==> src/rtl/core/spq_pkg.sv <==
// Package for the sorted priority queue: depth, codes, word and control types.
// No dependencies; every other file in rtl/core imports it.
`default_nettype none
package spq_pkg;

	localparam int QUEUE_DEPTH = 8;
	localparam int CNT_W       = $clog2(QUEUE_DEPTH + 1);
	localparam int FILL_W      = 7;

	localparam logic [7:0] EMPTY_MARK = 8'h30;

	typedef enum logic {
		CMD_INSERT = 1'b0,
		CMD_REMOVE = 1'b1
	} cmd_t;

	typedef enum logic [1:0] {
		ST_OK    = 2'd0,
		ST_FULL  = 2'd1,
		ST_EMPTY = 2'd2
	} status_t;

	typedef struct packed {
		cmd_t       cmd;
		logic [7:0] item_data;
		logic [7:0] item_priority;
	} req_word_t;

	typedef struct packed {
		logic [7:0]        out_data;
		status_t           status;
		logic [FILL_W-1:0] fill_level;
	} rsp_word_t;

	typedef struct packed {
		logic [7:0] data;
		logic [7:0] prio;
	} entry_t;

	// Broadcast from the top level to every cell.
	typedef struct packed {
		logic       ins_en;
		logic       rem_en;
		logic [7:0] new_data;
		logic [7:0] new_prio;
	} cell_ctl_t;

endpackage
`default_nettype wire

==> src/rtl/core/spq_if.sv <==
// Valid/ready channel interfaces for the sorted priority queue.
// Depends on spq_pkg for the word types.
`default_nettype none
interface spq_req_if;
	import spq_pkg::*;
	logic      valid;
	logic      ready;
	req_word_t word;
	modport source (output valid, output word, input ready);
	modport sink   (input valid, input word, output ready);
endinterface

interface spq_rsp_if;
	import spq_pkg::*;
	logic      valid;
	logic      ready;
	rsp_word_t word;
	modport source (output valid, output word, input ready);
	modport sink   (input valid, input word, output ready);
endinterface
`default_nettype wire

==> src/rtl/core/sorted_priority_queue.sv <==
// Top level of the sorted priority queue: chain of spq_cell, count, output register.
// Depends on spq_pkg, spq_if (spq_req_if, spq_rsp_if) and spq_cell.
//
//  channel | dir | word fields                          | handshake
//  --------+-----+--------------------------------------+-------------
//  req     | in  | cmd, item_data, item_priority        | valid/ready
//  rsp     | out | out_data, status, fill_level         | valid/ready
//
// One word per cycle while rsp.ready is high: a command is applied to the cell
// chain in the cycle it is accepted and its result word sits in the output register
// the next cycle. Throughput is set by the single output register.
// arst_n clears the count and the output valid; cell contents are not reset,
// only slots below the count are ever read. req.ready drops only while a
// result is held and rsp.ready is low.
`default_nettype none
module sorted_priority_queue (
	input  wire logic  clk,
	input  wire logic  arst_n,
	spq_req_if.sink    req,
	spq_rsp_if.source  rsp
);
	import spq_pkg::*;

	logic [CNT_W-1:0] count_q;
	logic             rsp_valid_q;
	rsp_word_t        rsp_word_q;

	logic       accept;
	logic       full;
	logic       empty;
	cell_ctl_t  ctl;
	rsp_word_t  next_word;
	logic [CNT_W-1:0] next_count;

	entry_t              entries [QUEUE_DEPTH];
	logic [QUEUE_DEPTH-1:0] stays;
	logic [QUEUE_DEPTH-1:0] occ;

	// Output register frees itself when the current word leaves.
	assign req.ready = !rsp_valid_q || rsp.ready;
	assign accept    = req.valid && req.ready;

	assign full  = (count_q == CNT_W'(QUEUE_DEPTH));
	assign empty = (count_q == '0);

	assign ctl.ins_en   = accept && (req.word.cmd == CMD_INSERT) && !full;
	assign ctl.rem_en   = accept && (req.word.cmd == CMD_REMOVE) && !empty;
	assign ctl.new_data = req.word.item_data;
	assign ctl.new_prio = req.word.item_priority;

	// Cell chain. Head is cell 0; inserts shift toward the tail, removes
	// pull toward the head.
	for (genvar i = 0; i < QUEUE_DEPTH; i++) begin : g_cell
		entry_t left_e;
		entry_t right_e;
		logic   left_s;

		assign occ[i] = (CNT_W'(i) < count_q);

		if (i == 0) begin : g_head
			assign left_e = '0;
			assign left_s = 1'b1;
		end else begin : g_mid
			assign left_e = entries[i-1];
			assign left_s = stays[i-1];
		end

		if (i == QUEUE_DEPTH - 1) begin : g_tail
			assign right_e = '0;
		end else begin : g_body
			assign right_e = entries[i+1];
		end

		spq_cell u_cell (
			.clk         (clk),
			.ctl         (ctl),
			.occ         (occ[i]),
			.left_entry  (left_e),
			.left_stay   (left_s),
			.right_entry (right_e),
			.entry       (entries[i]),
			.stay        (stays[i])
		);
	end

	always_comb begin
		next_count = count_q;
		if (ctl.ins_en) begin
			next_count = count_q + CNT_W'(1);
		end else if (ctl.rem_en) begin
			next_count = count_q - CNT_W'(1);
		end
	end

	// Result word for the accepted command.
	always_comb begin
		next_word.out_data   = '0;
		next_word.status     = ST_OK;
		next_word.fill_level = FILL_W'(next_count);
		case (req.word.cmd)
			CMD_INSERT: begin
				if (full) begin
					next_word.status = ST_FULL;
				end
			end
			CMD_REMOVE: begin
				if (empty) begin
					next_word.out_data = EMPTY_MARK;
					next_word.status   = ST_EMPTY;
				end else begin
					next_word.out_data = entries[0].data;
				end
			end
			default: begin
				next_word.status = ST_OK;
			end
		endcase
	end

	always_ff @(posedge clk or negedge arst_n) begin
		if (!arst_n) begin
			count_q     <= '0;
			rsp_valid_q <= 1'b0;
		end else begin
			count_q <= next_count;
			if (accept) begin
				rsp_valid_q <= 1'b1;
			end else if (rsp.ready) begin
				rsp_valid_q <= 1'b0;
			end
		end
	end

	always_ff @(posedge clk) begin
		if (accept) begin
			rsp_word_q <= next_word;
		end
	end

	assign rsp.valid = rsp_valid_q;
	assign rsp.word  = rsp_word_q;

endmodule
`default_nettype wire

==> src/rtl/core/spq_cell.sv <==
// One slot of the sorted chain: holds an entry, compares, shifts with neighbors.
// Depends on spq_pkg.
`default_nettype none
module spq_cell (
	input  wire logic               clk,
	input  wire spq_pkg::cell_ctl_t ctl,
	input  wire logic               occ,
	input  wire spq_pkg::entry_t    left_entry,
	input  wire logic               left_stay,
	input  wire spq_pkg::entry_t    right_entry,
	output spq_pkg::entry_t         entry,
	output logic                    stay
);
	import spq_pkg::*;

	entry_t entry_q;

	// Entry keeps its slot on insert when it outranks or ties the new item.
	assign stay  = occ && (entry_q.prio >= ctl.new_prio);
	assign entry = entry_q;

	always_ff @(posedge clk) begin
		if (ctl.ins_en && !stay) begin
			if (left_stay) begin
				entry_q.data <= ctl.new_data;
				entry_q.prio <= ctl.new_prio;
			end else begin
				entry_q <= left_entry;
			end
		end else if (ctl.rem_en) begin
			entry_q <= right_entry;
		end
	end

endmodule
`default_nettype wire
==> src/flat_wrapper.sv <==
// flat-port wrapper written by rule: the top's interface ports become plain ports
module sorted_priority_queue_flat import spq_pkg::*;
  (clk, arst_n, req_valid, req_word, req_ready, rsp_valid, rsp_word, rsp_ready);
  spq_req_if req_i ();
  spq_rsp_if rsp_i ();
  input  wire logic clk;
  input  wire logic arst_n;
  input wire logic [$bits(req_i.valid)-1:0] req_valid;
  input wire logic [$bits(req_i.word)-1:0] req_word;
  output wire logic [$bits(req_i.ready)-1:0] req_ready;
  output wire logic [$bits(rsp_i.valid)-1:0] rsp_valid;
  output wire logic [$bits(rsp_i.word)-1:0] rsp_word;
  input wire logic [$bits(rsp_i.ready)-1:0] rsp_ready;
  assign req_i.valid = req_valid;
  assign req_i.word = req_word;
  assign req_ready = req_i.ready;
  assign rsp_valid = rsp_i.valid;
  assign rsp_word = rsp_i.word;
  assign rsp_i.ready = rsp_ready;
  sorted_priority_queue u_core (.clk(clk), .arst_n(arst_n), .req(req_i), .rsp(rsp_i));
endmodule
==> config.mk <==
export PLATFORM = sky130hd
export DESIGN_NAME = sorted_priority_queue_flat
export DESIGN_NICKNAME = d
export VERILOG_FILES = /design/src/rtl/core/spq_pkg.sv /design/src/rtl/core/spq_if.sv /design/src/rtl/core/sorted_priority_queue.sv /design/src/rtl/core/spq_cell.sv /design/src/flat_wrapper.sv
export SDC_FILE = /design/constraint.sdc
export NUM_CORES = 1
export LEC_CHECK = 0
export BUFFER_PORTS_ARGS = -buffer_cell sky130_fd_sc_hd__buf_4
export CAP_MARGIN = 20
export CORE_MARGIN = 2
export CORE_UTILIZATION = 62
export DETAILED_ROUTE_END_ITERATION = 6
export PLACE_DENSITY = 0.82
export REMOVE_ABC_BUFFERS = 1
export SLEW_MARGIN = 20
export SYNTH_ARGS = -nofsm -noshare
export SYNTH_HDL_FRONTEND = slang
export SYNTH_SLANG_ARGS = --single-unit
==> constraint.sdc <==
create_clock -name clk -period 4.3 [get_ports clk]
set_input_delay 0 -clock clk [delete_from_list [all_inputs] [get_ports clk]]
set_output_delay 0 -clock clk [all_outputs]
set_load 0.05 [all_outputs]
==> results of run 1 <==
==> power breakdown <==
part | total [mW] | leakage (nW) | switching, mW | internal, mW
Sequential | 2.15 | 1.40 | 0.198 | 1.95
Clock | 1.45 | 0.268 | 0.599 | 0.854
Combinational | 1.75 | 2.48 | 1.06 | 0.694
Total | 5.36 | 4.15 | 1.85 | 3.50
==> final timing paths <==
path                                              startpoint                               end  slack, ns  cells after the start
max                                        u_core.count_q[1]  u_core.g_cell[7].u_cell.entry[5]       0.86                      6
min in group asynchronous                             arst_n                 u_core.count_q[3]       0.50                      3
max reg2reg                                u_core.count_q[1]  u_core.g_cell[7].u_cell.entry[5]       0.86                      6
min reg2reg                u_core.g_cell[0].u_cell.entry[10]               u_core.rsp.word[11]       0.57                      1
max in group asynchronous                             arst_n                  u_core.rsp.valid       3.58                      3
min                                              req_word[0]  u_core.g_cell[0].u_cell.entry[0]       0.05                      2
==> state kept, by name (all words and copies together) (netlist names) <==
register and flops:
u_core.count_q 4, u_core.rsp.valid 1, u_core.rsp.word 14, u_core.g_cell.u_cell.entry 128
==> placed cells by master, fill, tap and decap left out, types with 2 or more instances in the layout <==
cell / count
nor3_1: 3
nand3_1: 2
nand2_1: 47
o21a_1: 5
mux2i_1: 97
dfrtp_1: 5
a21oi_2: 3
nor4_1: 2
xnor2_1: 3
clkbuf_16: 17
nor2_1: 102
a2111oi_0: 3
nor3b_1: 2
and2_1: 9
o211ai_1: 4
inv_1: 19
or2_2: 3
o21ai_0: 24
nand2b_1: 9
mux2_4: 9
edfxtp_1: 142
clkbuf_1: 3
buf_4: 50
clkinvlp_4: 3
mux2_2: 7
inv_6: 2
a211oi_1: 2
conb_1: 3
a21o_1: 8
bufinv_16: 2
clkinv_4: 2
nor2b_1: 3
clkinv_2: 2
nand4_1: 4
a21oi_1: 96
dlygate4sd3_1: 20
o21ai_1: 17
ha_1: 67
==> worst reg2reg max path, delay by kind of cell (launching register included) <==
| family | cells | cell delay (ns) |
|---|---|---|
| AND/OR/NAND/NOR | 4 | 2.19 |
| flip-flops | 1 | 0.44 |
| adder cells (fa/ha/maj) | 1 | 0.22 |
| buffers and inverters | 1 | 0.12 |
==> logic make-up (layout without fill, tap and decap cells) <==
| logic type | count (synthesis) | after routing | synth area share, % |
|---|---|---|---|
| other | 1 | 3 | 0.04311 |
| DFF | 147 | 147 | 50.45 |
| and+or+nand+nor | 194 | 194 | 9.953 |
| adders and majority gates | 67 | 67 | 9.636 |
| muxes | 113 | 113 | 13.62 |
| AOI/OAI and AO/OA | 177 | 177 | 12.15 |
| xor gates and xnor gates | 3 | 3 | 0.3021 |
| buffers and inverters | 59 | 122 | 3.840 |
==> routing by layer <==
metal	routed length, um	up-vias
met3	1000	48
met5	0	-
met1	8440	3105
met4	509	0
li1	-	2920
met2	11160	203
==> stage by stage <==
step           hold slack (ns)  total power, mW
6_report               0.05323            5.356
5_1_grt                0.05814            5.596
4_1_cts                0.03315            5.333
3_5_place_dp           -0.1940            3.862
3_3_place_gp           -0.1961            3.773
2_1_floorplan          -0.2956            3.362
==> cell type report <==
type                    count  share of cell area [%]
repair buffers             70                   5.856
clock inverters            12                   1.337
clock buffers              20                   4.443
inverters                  20                  0.7638
flip-flops and latches    147                   44.66
multi-input cells         557                   40.65
well taps                 180                   2.292
==> timing repair <==
action | 4_1_cts | 5_1_grt
resized for setup | 0 | 0
hold buffers | 20 | 0
endpoints found under the hold margin | 38 | 0
==> metrics.txt, run 1 <==
status finished, final reports clean; Die Y 122.5 um; largest net degree at the start of global routing 34; Mean Syn Cell Area 11.43 um2; DRC viols 0; async set or reset register ratio after synthesis 3.401%; layout net count 901; H-tree levels 4; Worst Setup Slack, final ~0.86 ns; initial core utilization 63.16%; Total Die Area 15000 um2; Setup crit end kind flip-flop; Max Cap Viol 0; remaining global-route overflow 0; Post-Route Skew 0.01067 ns; Final Max Tran Viols 0; gr busiest metal met2; Initial DRC Count 621; # fillers 1004; Place WS a little over 0.6 ns; clk_lat worst skew 0.43 ns; Tcrit/Tclk final approximately 80%; vias 6276; Multi-input gate area roughly 4000 um2; hold crit path type in -> reg; sequential cell area 4389 um2; arrival time at the worst endpoint 3.41 ns; Core Footprint 13770 um2; Worst Path Max Fanout 16; Mapped Cells 761; initial antenna violation count 0; clk slew on worst S/H paths about 0.060 ns; Pre-antenna DRT Iters 5; Synth top area share 49.01%; cts bufs inserted 17; RePlAce Congestion 0.9103; share of layout cells above drive strength 1 13.44%; clock tree from TritonCTS done; RSZ-0062 raised after global routing false; first-pass GRT wire length 33.00 mm; CP top delay family simple AND/OR/NAND/NOR gates; Post-DP Area 9052 um2; Final Util 71.36%; area leader, netlist edfxtp_1; CTS max path bufs 2; placed insts 954; Finished Layout Cells 1006; post-synth cell types 57; grt met3 use 5.716%; setup bufs post-CTS 0; vias in the first global route 6478; count leader, synth edfxtp_1; final setup fails 0; top_reg_cell synth edfxtp_1; min Tclk post-route about 3.4 ns; WP data required 4.27 ns; worst vdd ir 419.8 uV; synth warn 0; sequential area share after synthesis approximately 50%; slew margin rel. 34.24%; Top Ports 40; EDFF count, synth 142; Clock Sinks 147; Post-Route Setup TNS 0 ns; max frequency approximately 290 MHz; GR met2 Demand/Resource 52.01%; Worst Tran Pin Value 0.9864 ns; top cells by count, synth edfxtp_1, nor2_1, mux2i_1, a21oi_1, ha_1; worst path cell trace inv_1 -> ha_1 -> nor3b_1 -> and2b_1 -> nand3_1 -> nand2_1; Antenna Nets Post-Route 0; I/O Buffers 36; Hold Fails Final Rpt 0; GRT Resource Usage Total about 29%; startpoint class of the critical path flip-flop; leak pwr 4.151 nW; mapped cell area 8700 um2; total detailed-routing wirelength about 21 mm; critical path type reg -> reg; WL/cell 20.99 um; Root Buffer clkbuf_16; DP HPWL 14.69 mm; M1 GR Usage between 30% and 40%; post-synthesis register bit count between 100 and 150; Vias/cell 6.239; WP buf/inv 1; FP Rows 43; main area contributors after synthesis edfxtp_1, mux2i_1, ha_1, a21oi_1, nor2_1; n_diodes 0; slowest cell delay on critical path 0.79 ns; synthesis-to-finish area growth 12.97%; CP max-delay cell nor3b_1; Die X 122.5 um; Power Dens Cells 544.9 nW/um2; fin area slightly below 10000 um2
Power figures use the tool's default switching activity.
==> inputs of run 2 (changes only) <==
CORE_UTILIZATION = 56   (was 62)
PLACE_DENSITY = 0.79   (was 0.82)
clock period = 3 ns   (was 4.3 ns; I/O delays follow)
==> metrics.txt, run 2 (synthesis gave the netlist of run 1 again) <==
n_diodes 0; arrival time at the worst endpoint 2.85 ns; critical path launch point u_core.count_q[0]; power consumption 7.895 mW; remaining global-route overflow 0; clk slew on worst S/H paths 0.07 ns; initial core utilization 57.23%; R2R depth 6; clock share of power approximately 29%; slew margin rel. 56.98%; status finished, final reports clean; min Tclk post-route 2.775 ns; Die Y 128.6 um; layout net count 912; Finished Layout Cells ~1000; Clock Sinks 147; Total Die Area 16550 um2; NetSw about 2.7 mW; Pre-antenna DRT Iters 5; largest net degree at the start of global routing 33; Die X 128.6 um; most frequent cells in the layout edfxtp_1, nor2_1, mux2i_1, a21oi_1, ha_1; R2R setup slack 0.22 ns; Post-Route Skew between 0.01 and 0.015 ns; RePlAce Congestion 0.8849; Core Footprint 15200 um2; Power Dens Cells 791.6 nW/um2; Hold Fails Final Rpt 0; worst reg2reg path endpoint u_core.g_cell[6].u_cell.entry[2]; vias ~6300; Setup crit end kind flip-flop; Post-Route Setup TNS 0 ns; P_int 5.159 mW; H-tree levels 4; Final Util between 60% and 70%; CP endpoint u_core.g_cell[6].u_cell.entry[2]; Sw Ratio 34.66%; FP Rows 45; commonest non-fill, non-tap cell in the layout edfxtp_1; clock tree from TritonCTS done; Top Ports 40; Worst Tran Pin Value around 0.64 ns; GRT Resource Usage Total 26.67%; CTS max path bufs 2; synthesis-to-finish area growth 14.66%; startpoint class of the critical path flip-flop; vias in the first global route 6472; Combinational Power Share between 30 and 40%; # fillers between 1000 and 1500; Final Max Tran Viols 0; cts bufs inserted 17; clk_lat worst skew around 0.43 ns; total detailed-routing wirelength roughly 21 mm; worst r2r src u_core.count_q[0]; placed insts 973; leak pwr 4.238 nW; sequential share of power 39.1%; first-pass GRT wire length roughly 34 mm; WP data required 3.08 ns; hold path depth 2; max reg flops about 130; Antenna Nets Post-Route 0; Root Buffer clkbuf_16; worst vdd ir 497.9 uV; Worst Path Max Fanout 16; Initial DRC Count 553; critical path type reg -> reg; I/O Buffers 36; Vias/cell 6.154; WL/cell 20.60 um; max frequency between 300 and 400 MHz; Max Cap Viol 0; Tcrit/Tclk final 92.50%; share of layout cells above drive strength 1 around 15%; RSZ-0062 raised after global routing false; hold crit path type in -> reg; DP HPWL about 15 mm; final setup fails 0; initial antenna violation count 0; DRC viols 0
run 2: cell types whose count changed in the layout (fill, tap and decap cells not counted), sizes merged:
cell,before,now
clkbuf,20,17
inv,22,25
buf,50,61
bufinv,2,3
clkinvlp,3,2
run 2: area by class of cell:
class / count / area, um2 / area share [%]
flip-flops and latches: 147 / 4389 / 44.00
well taps: 188 / 235.2 / 2.358
clock inverters: 15 / 198.9 / 1.994
clock buffers: 17 / 425.4 / 4.265
multi-input cells: 557 / 3993 / 40.03
inverters: 20 / 75.07 / 0.7526
repair buffers: 81 / 658.1 / 6.598
run 2: worst min path at each step:
stage                     start                               end  slack (ns)
finish              req_word[0]  u_core.g_cell[0].u_cell.entry[0]        0.05
global route        req_word[0]  u_core.g_cell[0].u_cell.entry[0]        0.07
CTS                 req_word[0]  u_core.g_cell[0].u_cell.entry[0]        0.05
detailed placement       arst_n                 u_core.count_q[3]       -0.19
global placement         arst_n                 u_core.count_q[3]       -0.20
floorplan                arst_n                 u_core.count_q[0]       -0.30
run 2: repair_timing:
| item | CTS | global route |
|---|---|---|
| hold buffers | 20 | 0 |
| resized for setup | 1 | 0 |
| setup endpoints to repair | 16 | 0 |
| buffers inserted | 0 | 0 |
| hold endpoints to repair | 36 | 0 |
run 2: critical path, cell delays in order, from the launching register on:
cell,delay (ns)
dfrtp_1,0.45
inv_1,0.08
ha_1,0.25
nor3b_2,0.23
and2b_1,0.42
nor2b_1,0.49
or2_2,0.50
run 2: power by group through the flow:
stage	clock network, mW	logic [mW]	registers (mW)
2_1_floorplan	0	1.71	3.11
3_3_place_gp	0	2.34	3.11
3_5_place_dp	0	2.46	3.11
4_1_cts	2.28	2.52	3.08
5_1_grt	2.37	2.77	3.12
6_report	2.28	2.53	3.09
run 2: metal layers:
layer  up-vias  track usage, %  part of all wire (%)
li1       2940               -                     -
met1      3127           33.97                    43
met2       201           46.34                    51
met3        40           4.823                   4.3
met4         0           8.632                   1.7
met5         -               0                     0
run 2: per-stage QoR:
stage | setup slack (ns) | hold WS, ns | area (um2)
2_1_floorplan | -0.6561 | -0.2956 | 8448
3_3_place_gp | 0.02529 | -0.1963 | 9145
3_5_place_dp | 0.0001219 | -0.1950 | 9145
4_1_cts | 0.2177 | 0.04635 | 9975
5_1_grt | 0.05565 | 0.07195 | 9975
6_report | 0.2249 | 0.05439 | 9975
==> inputs of run 3 (changes only) <==
ABC_AREA = 1   (was unset)
CORE_UTILIZATION = 57   (was 56)
==> metrics.txt, run 3 <==
status finished, final reports clean; vias 7809; sequential share of power 37.2%; Die Y 133.8 um; synth warn 0; compound-gate portion of the synthesized area under 10%; Hold Path Origin req_word[15]; slowest cell delay on critical path approximately 0.49 ns; min Tclk post-route around 2.5 ns; Tcrit/Tclk final 84.91%; top cells by count, synth nand2_1, edfxtp_1, nand3_1, ha_1, inv_1; CP max-delay cell nand2_1; Vias/cell 5.352; vias in the first global route 7473; hold path depth 3; final setup fails 0; Setup crit end kind flip-flop; Core Footprint 16520 um2; Total Die Area 17910 um2; mux contribution to synthesized area 0%; RSZ-0062 raised after global routing false; I/O Buffers 36; FP Rows 47; arrival time at the worst endpoint about 2.6 ns; Synth top area share 44.37%; Pre-antenna DRT Iters 5; clk slew on worst S/H paths 0.07 ns; mapped cell area 9610 um2; startpoint class of the critical path flip-flop; leak pwr 5.227 nW; synthesis-to-finish area growth 10.68%; initial core utilization about 58%; Hold Fails Final Rpt 0; first-pass GRT wire length 37.56 mm; Die X 133.8 um; layout net count 1314; setup bufs post-CTS 0; area leader, netlist edfxtp_1; Worst Path Max Fanout 16; simple-gate portion of the synthesized area 34.77%; CTS resizes 0; Top Ports 40; top_reg_cell synth edfxtp_1; WL/cell 15.43 um; Power Dens Cells 819.8 nW/um2; Sw Ratio 40.97%; worst r2r src u_core.count_q[1]; share of layout cells above drive strength 1 10.65%; DRC viols 0; EDFF count, synth 142; Mapped Cells 1198; post-synth cell types 35; H-tree levels 4; total detailed-routing wirelength around 23 mm; Finished Layout Cells 1459; CTS max path bufs 2; worst path cell trace inv_1 -> ha_1 -> nand2_2 -> nand2_2 -> nor2_2 -> inv_1 -> nand2_1; Clock Sinks 147; placed insts 1416; largest net degree at the start of global routing 26; commonest non-fill, non-tap cell in the layout nand2_1; worst vdd ir approximately 520 uV; most frequent cells in the layout nand2_1, edfxtp_1, nand3_1, ha_1, inv_1; clock share of power 23.4%; Initial DRC Count 675; count leader, synth nand2_1; Root Buffer clkbuf_16; sequential area share after synthesis 45.67%; initial antenna violation count 0; critical path launch point u_core.count_q[1]; Antenna Nets Post-Route 0; async set or reset register ratio after synthesis 3.401%; remaining global-route overflow 0; RePlAce Congestion 0.8867; Post-DP Area 9968 um2; main area contributors after synthesis edfxtp_1, nand2_1, ha_1, nand3_1, inv_1; hold buffer count at cts 11; critical path type reg -> reg; n_diodes 0; max reg flops 128; largest family of logic cells by synthesized area simple AND/OR/NAND/NOR gates; Max Cap Viol 0; hold crit path type in -> reg; Post-Route Setup TNS 0 ns; clock tree from TritonCTS done; Post-Route Skew 0.009539 ns; P_int a little over 5 mW; WP data required between 3 and 4 ns; clk_lat worst skew 0.43 ns; DP HPWL 16.97 mm; slew margin rel. between 50% and 60%; cts bufs inserted 17; Synth Area in Adders 8.723%; post-synthesis xor/xnor area fraction less than 1%; Worst Tran Pin Value 0.6841 ns; R2R depth 7; Final Max Tran Viols 0; fin area roughly 11000 um2; max frequency 392.6 MHz; NetSw 3.573 mW; Mean Syn Cell Area 8.022 um2; Combinational Power Share 39.4%; post-synthesis register bit count between 100 and 150; GRT Resource Usage Total between 20% and 30%
-- run 3: changes by cell type after synthesis, sizes merged, moves of 10 or more --
cell | before | now
a21oi | 99 | 35
clkbuf | 6 | 22
inv | 20 | 67
mux2 | 16 | 0
mux2i | 97 | 0
nand2 | 49 | 633
nand2b | 10 | 0
nand3 | 2 | 132
nor2 | 102 | 28
o21ai | 42 | 15
-- run 3: critical path, delay by kind of cell, from the launching register on --
family	cells	cell delay (ns)
flops	1	0.41
fa+ha+maj	1	0.39
buf+inv	2	0.50
simple gates	4	0.85
-- run 3: final timing paths --
path                                                     end  slack, ns
setup / recovery            u_core.g_cell[7].u_cell.entry[0]       0.45
hold / removal             u_core.g_cell[0].u_cell.entry[15]       0.02
setup reg to reg            u_core.g_cell[7].u_cell.entry[0]       0.45
hold reg to reg            u_core.g_cell[6].u_cell.entry[10]       0.52
max in group asynchronous                  u_core.count_q[2]       2.31
min in group asynchronous                  u_core.count_q[1]       0.50
-- run 3: cell families (layout without fill, tap and decap cells) --
group                      count (synthesis)  count (layout)
AOI/OAI and AO/OA                         58              58
buffers and inverters                    126             165
xor gates and xnor gates                   3               3
other                                      1               3
adders and majority gates                 67              67
DFF                                      147             147
and+or+nand+nor                          796             796
-- run 3: metrics by stage --
stage               power, mW  hold WS [ns]  worst slack (ns)  util (%)
floorplan               5.689       -0.2956            0.1866         -
global placement        6.576       -0.1946            0.5131     60.32
detailed placement      6.666       -0.1919            0.4320     60.32
CTS                     8.712      0.003603            0.4347     64.37
global route            9.335       0.01218            0.2730     64.37
finish                  8.720       0.01602            0.4528     64.37
-- run 3: layout make-up --
| type | count | area, um2 |
|---|---|---|
| Clock buffer | 18 | 429.2 |
| Inverter | 67 | 281.5 |
| Timing Repair Buffer | 66 | 523.0 |
| Clock inverter | 14 | 128.9 |
| Sequential cell | 147 | 4389 |
| Fill cell | 1392 | 5888 |
| Tap cell | 220 | 275.3 |
| Multi-Input combinational cell | 927 | 4609 |
-- run 3: power by group through the flow --
stage | Clock, mW | Sequential, mW | Combinational [mW]
3_5_place_dp | 0 | 3.27 | 3.39
5_1_grt | 2.13 | 3.29 | 3.92
2_1_floorplan | 0 | 3.28 | 2.41
3_3_place_gp | 0 | 3.26 | 3.31
4_1_cts | 2.05 | 3.23 | 3.43
6_report | 2.04 | 3.24 | 3.44
-- run 3: metal layers --
metal | share of wire, % | track usage, % | wire length (um)
met1 | 44 | 35.73 | 9970
met2 | 47 | 43.96 | 10660
met3 | 6.4 | 4.233 | 1445
met4 | 1.9 | 8.747 | 430
met5 | 0 | 0 | 0
